===== config.mk =====
export PLATFORM = sky130hd
export DESIGN_NAME = bpts_ctrl
export DESIGN_NICKNAME = d
export VERILOG_FILES = /design/src/rtl/core/bpts_pkg.sv /design/src/rtl/core/bpts_ctrl.sv
export SDC_FILE = /design/constraint.sdc
export NUM_CORES = 1
export LEC_CHECK = 0
export ABC_AREA = 1
export ABC_CLOCK_PERIOD_IN_PS = 950
export BUFFER_PORTS_ARGS = -buffer_cell sky130_fd_sc_hd__buf_2
export CORE_AREA = 3 3 40 42
export CTS_CLUSTER_SIZE = 12
export DETAILED_ROUTE_END_ITERATION = 16
export DIE_AREA = 0 0 43 45
export PLACE_DENSITY = 0.52
export SYNTH_ARGS = -nofsm -noshare
export SYNTH_HDL_FRONTEND = slang
export SYNTH_SLANG_ARGS = --single-unit

===== constraint.sdc =====
create_clock -name clk -period 0.95 [get_ports clk]
set_input_delay 0.1425 -clock clk [delete_from_list [all_inputs] [get_ports clk]]
set_output_delay 0.1425 -clock clk [all_outputs]
set_load 0.05 [all_outputs]

===== src/rtl/core/bpts_pkg.sv =====
`timescale 1ns / 1ps
// shared types, constants and helpers for the beatty priority task selector
package bpts_pkg;

  localparam int MAX_TASKS = 16;
  localparam int TASK_W    = 4;
  localparam int PRIO_W    = 31;
  localparam int MASK_W    = 16;
  localparam int CNT_W     = 32;
  localparam int ALPHA_W   = 32;
  localparam int PROD_W    = CNT_W + ALPHA_W;
  localparam int FRAC_W    = 16;
  localparam int BEATTY_W  = 48;
  localparam int NR_W      = $clog2(MAX_TASKS + 1);
  localparam int DIV_CNT_W = $clog2(BEATTY_W);
  localparam int PADDR_W   = 3;
  localparam int PDATA_W   = 32;

  localparam logic [ALPHA_W-1:0]   ALPHA_RESET   = 32'd106039;
  localparam logic [CNT_W-1:0]     CNT_SAT       = '1;
  localparam logic [PADDR_W-3:0]   REG_ALPHA_IDX = '0;

  typedef enum logic [1:0] {
    OP_SET_PRIO = 2'd0,
    OP_SELECT   = 2'd1,
    OP_CLR_STEP = 2'd2,
    OP_READ_CNT = 2'd3
  } opcode_t;

  typedef struct packed {
    opcode_t              opcode;
    logic [TASK_W-1:0]    task_index;
    logic [PRIO_W-1:0]    priority_value;
    logic [MASK_W-1:0]    ready_mask;
  } cmd_t;

  typedef struct packed {
    logic                 found;
    logic [TASK_W-1:0]    chosen_task;
    logic [BEATTY_W-1:0]  beatty_number;
    logic [CNT_W-1:0]     task_count;
    logic [CNT_W-1:0]     all_count;
  } rsp_t;

  // controller to datapath
  typedef struct packed {
    logic load;
    logic mul;
    logic div_step;
    logic scan_step;
    logic finish;
  } ctl_t;

  // datapath to controller
  typedef struct packed {
    logic skip_search;
    logic div_last;
    logic scan_hit;
    logic rsp_free;
  } sts_t;

  function automatic logic [CNT_W-1:0] sat_inc(input logic [CNT_W-1:0] v);
    return (v == CNT_SAT) ? v : v + CNT_W'(1);
  endfunction

endpackage


===== src/rtl/core/bpts_ctrl.sv =====
`timescale 1ns / 1ps
// sequencing state machine for the beatty priority task selector
module bpts_ctrl (
  input  logic          clk,
  input  logic          rst,
  input  logic          cmd_valid,
  output logic          cmd_stall,
  input  bpts_pkg::sts_t sts,
  output bpts_pkg::ctl_t ctl
);

  typedef enum logic [4:0] {
    ST_IDLE   = 5'b00001,
    ST_MUL    = 5'b00010,
    ST_DIV    = 5'b00100,
    ST_SCAN   = 5'b01000,
    ST_FINISH = 5'b10000
  } state_t;

  state_t state;
  state_t state_next;

  always_ff @(posedge clk) begin
    if (rst) begin
      state <= ST_IDLE;
    end else begin
      state <= state_next;
    end
  end

  always_comb begin
    ctl        = '0;
    state_next = state;
    cmd_stall  = (state != ST_IDLE);
    case (state)
      ST_IDLE: begin
        if (cmd_valid) begin
          ctl.load   = 1'b1;
          state_next = ST_MUL;
        end
      end
      ST_MUL: begin
        ctl.mul    = 1'b1;
        state_next = sts.skip_search ? ST_FINISH : ST_DIV;
      end
      ST_DIV: begin
        ctl.div_step = 1'b1;
        if (sts.div_last) begin
          state_next = ST_SCAN;
        end
      end
      ST_SCAN: begin
        if (sts.scan_hit) begin
          state_next = ST_FINISH;
        end else begin
          ctl.scan_step = 1'b1;
        end
      end
      ST_FINISH: begin
        if (sts.rsp_free) begin
          ctl.finish = 1'b1;
          state_next = ST_IDLE;
        end
      end
      default: begin
        state_next = ST_IDLE;
      end
    endcase
  end

endmodule


Word-level counts from Yosys, hierarchy flattened --
Cells that the tools add are included. Widths: inputs -> output; s select.
Storage, ports and cells: register bits 5, output and inout port bits 6, logic and storage cells 26
Cells by class: equality and inequality tests 10, mux-type cells 14, reductions and logical operators 1
Operators by type and width (number):
- $mux 5 | 5
- $pmux 5 s5 | 1
- $mux 1 | 8
- $ne 2x2->1 const B | 4
- $eq 5x1->1 const B | 1
- $eq 5x2->1 const B | 1
- $eq 5x3->1 const B | 1
- $eq 5x4->1 const B | 1
- $eq 5x5->1 const B | 1
- $ne 5x1->1 const B | 1
- $reduce_and 4->1 | 1

Logic depth before layout (Yosys ltp) --
word-level depth 3, mapped depth 10

Worst setup path after synthesis --
OpenSTA, ideal clock, no wires.
kind register to output, from reg state[3], to out ctl[4] in the netlist's numbering, arrival 1831 ps, data required time 808 ps, path slack -1023 ps, cell stages (with the launch flop) 4, path buffers 0, path through dfxtp_1 -> nor2_2 -> nand3_1 -> nor2_1
RTL lines:
- start, declared | line bpts_ctrl.sv:20 | state_t state;
- start signal, assigned | line bpts_ctrl.sv:27 | state <= state_next;
- end, declared | line bpts_ctrl.sv:9 | output bpts_pkg::ctl_t ctl

==> results.md <==
* Unique masters post-synth at 12
* Critical path type: reg2out
* Clk sinks at 5
* Vias per cell at 4.54
* CTS tree: yes
* Routed len/inst at 10.8 um
* WP buf/inv at 2
* Worst slew pin tran at 0.235 ns
* Final slew viol count at 0
* Fin Hold WS at 0.0953 ns
* Initial antenna violation count at 0
* CTS Buf Count at 3
* Crit start category: flip-flop
* Worst Setup End Kind: output pin
* Slew Limit Headroom at 0.843
* Die extent in y at 45 um
* Layout Area Growth over Synthesis at 114%
* N_diodes at 0
* Max IR drop VDD at 1080 uV
* Top reg by flops: state
* Final #Nets at 94
* Setup Skew at 0.00335 ns
* Final WS setup at -0.397 ns
* Yosys warns at 0
* CP max stage cell: dfxtp_2
* Initial Util at 0.255
* Root Buffer: clkbuf_4
* Clock Path Buffers at 2
* First drt pass iteration count at 4
* Vias in the first global route at 432
* Post-synthesis sequential element count at 5
* Static leakage power at 0.347 nW
* CTS H-tree depth at 1
* Gate count after technology mapping at 56
* Ratio of cells with drive above 1 in the final layout at 0.628
* Wirelength, routed at 1.09 mm
* Core area at 1280 um^2
* Synth Area per Inst at 5.85 um^2
* Clock Pin Slew Worst Setup and Hold Paths at 0.05 ns
* Placer congestion estimate at 0.756
* Iteration-0 DRC Markers at 7
* Critical Path RT at 0.81 ns
* RSZ-0062 raised after global routing: yes
* Most common cell after layout, fill and taps aside: buf_4
* Critical Path Max Stage Delay at 0.34 ns
* Most frequent cells in the layout: buf_4 (13), inv_1 (9), nand2_1 (9)
* Status: finished, violations left
* Via count at 459
* DIE WIDTH at 43 um
* Crit-path cells: nor2_4 -> nand4_1 -> inv_4 -> buf_8
* Design Power at 1.97 mW
* Mapped Area at 328 um^2
* Failing checks: setup timing
* Detail Placement HPWL at 723 um
* Port bufs at 12
* Post-route clock period utilization at 1.42
* Place WS at -0.288 ns
* Cell area after layout at 702 um^2
* Crit-path leading delay family: simple AND/OR/NAND/NOR gates
* Final ANT Viol Nets at 0
* Post-synthesis sequential area ratio at 0.305
* GRT Residual Overflow at 0
* Final Hold Viols at 0
* Clk Latency, worst-skew pair at 0.24 ns
* Final routed DRC violation total at 0
* Cell Rows at 13
* Dpl cell area at 527 um^2
* Tightest Hold Check Type: in2reg
* Worst path arrival time at 1.20 ns
* Top Registers: state (5)
* Max FFs per register at 5
* GRT Util Overall at 0.115
* Max Cap Viol at 0
* Worst Path Max Fanout at 6
* First-pass GRT wire length at 1.68 mm
* Power Dens Cells at 2810 nW/um^2
* IO Count at 13
* Fin crit period at 1.35 ns
* Largest net degree at the start of global routing at 8
* Final setup fails at 10
* Syn nets at 63
* Die ar. at 1940 um^2
* Fmax at 0.743 GHz
where the power goes:
group / switching (mW) / total, mW / leakage, nW / internal, mW
combinational: 0.762 / 1.36 / 0.289 / 0.597
sequential: 0.0795 / 0.367 / 0.0428 / 0.288
clock: 0.0838 / 0.242 / 0.0150 / 0.159
Yosys cell counts:
master / number / share of area
a21oi_1: 1 / 0.015
inv_1: 12 / 0.14
nor3_1: 2 / 0.031
or2_1: 1 / 0.019
nor2_2: 3 / 0.057
nand2_1: 10 / 0.11
dfxtp_1: 5 / 0.31
nand3_1: 5 / 0.076
nor2_1: 10 / 0.11
nand3_2: 1 / 0.031
inv_2: 2 / 0.023
nand4_1: 4 / 0.076
kinds of logic (layout without fill, tap and decap cells):
family | Yosys count | count (layout) | synth area share
AOI/OAI and AO/OA | 1 | 1 | 0.0153
buffers and inverters | 14 | 44 | 0.160
and+or+nand+nor | 36 | 36 | 0.519
DFF | 5 | 5 | 0.305
per-layer routing:
metal / wire (um) / up-vias / track usage / share of wire
met5: 0 / - / 0 / 0
met4: 17 / 0 / 0.0783 / 0.016
met3: 53 / 2 / 0.0319 / 0.049
met2: 598 / 17 / 0.186 / 0.55
met1: 418 / 204 / 0.133 / 0.38
li1: - / 236 / - / -
through the flow:
step	cells	utilization	TNS, ns
finish	101	0.546	-3.62
global route	101	0.546	-4.34
CTS	99	0.512	-3.21
detailed placement	90	0.410	-2.23
global placement	90	0.410	-2.12
floorplan	56	-	-1.02
worst reg2reg max path, delay by kind of cell, from the launching register on:
kind,cells,cell delay [ns]
and+or+nand+nor,7,0.70
DFF,1,0.34
buffers and inverters,2,0.23
path summary, 6_finish.rpt:
check / depth (start not counted) / start / to / slack [ns]
worst max register to register: 9 / state[1]$_SDFFE_PP0P_ / state[4]$_SDFFE_PP0P_ / -0.39
worst max-delay path: 4 / state[1]$_SDFFE_PP0P_ / ctl[1] / -0.40
worst min register to register: 2 / state[3]$_SDFFE_PP0P_ / state[3]$_SDFFE_PP0P_ / 0.52
worst min-delay path: 2 / rst / state[2]$_SDFFE_PP0P_ / 0.1
final cells by class:
| type | count | area (um^2) |
|---|---|---|
| sequential | 5 | 109 |
| tap | 15 | 18.8 |
| fill | 111 | 583 |
| multi-input combinational | 37 | 259 |
| timing repair buffer | 26 | 225 |
| clock buffer | 4 | 26.3 |
| inverter | 14 | 63.8 |
timing repair:
item,4_1_cts,5_1_grt
cloned,0,0
resized for setup,20,7
hold endpoints to repair,0,0
hold buffers,0,0
pin swaps,3,7
endpoints found under the setup margin,10,11
buffers inserted,5,2
(Power assumes the default switching activity.)
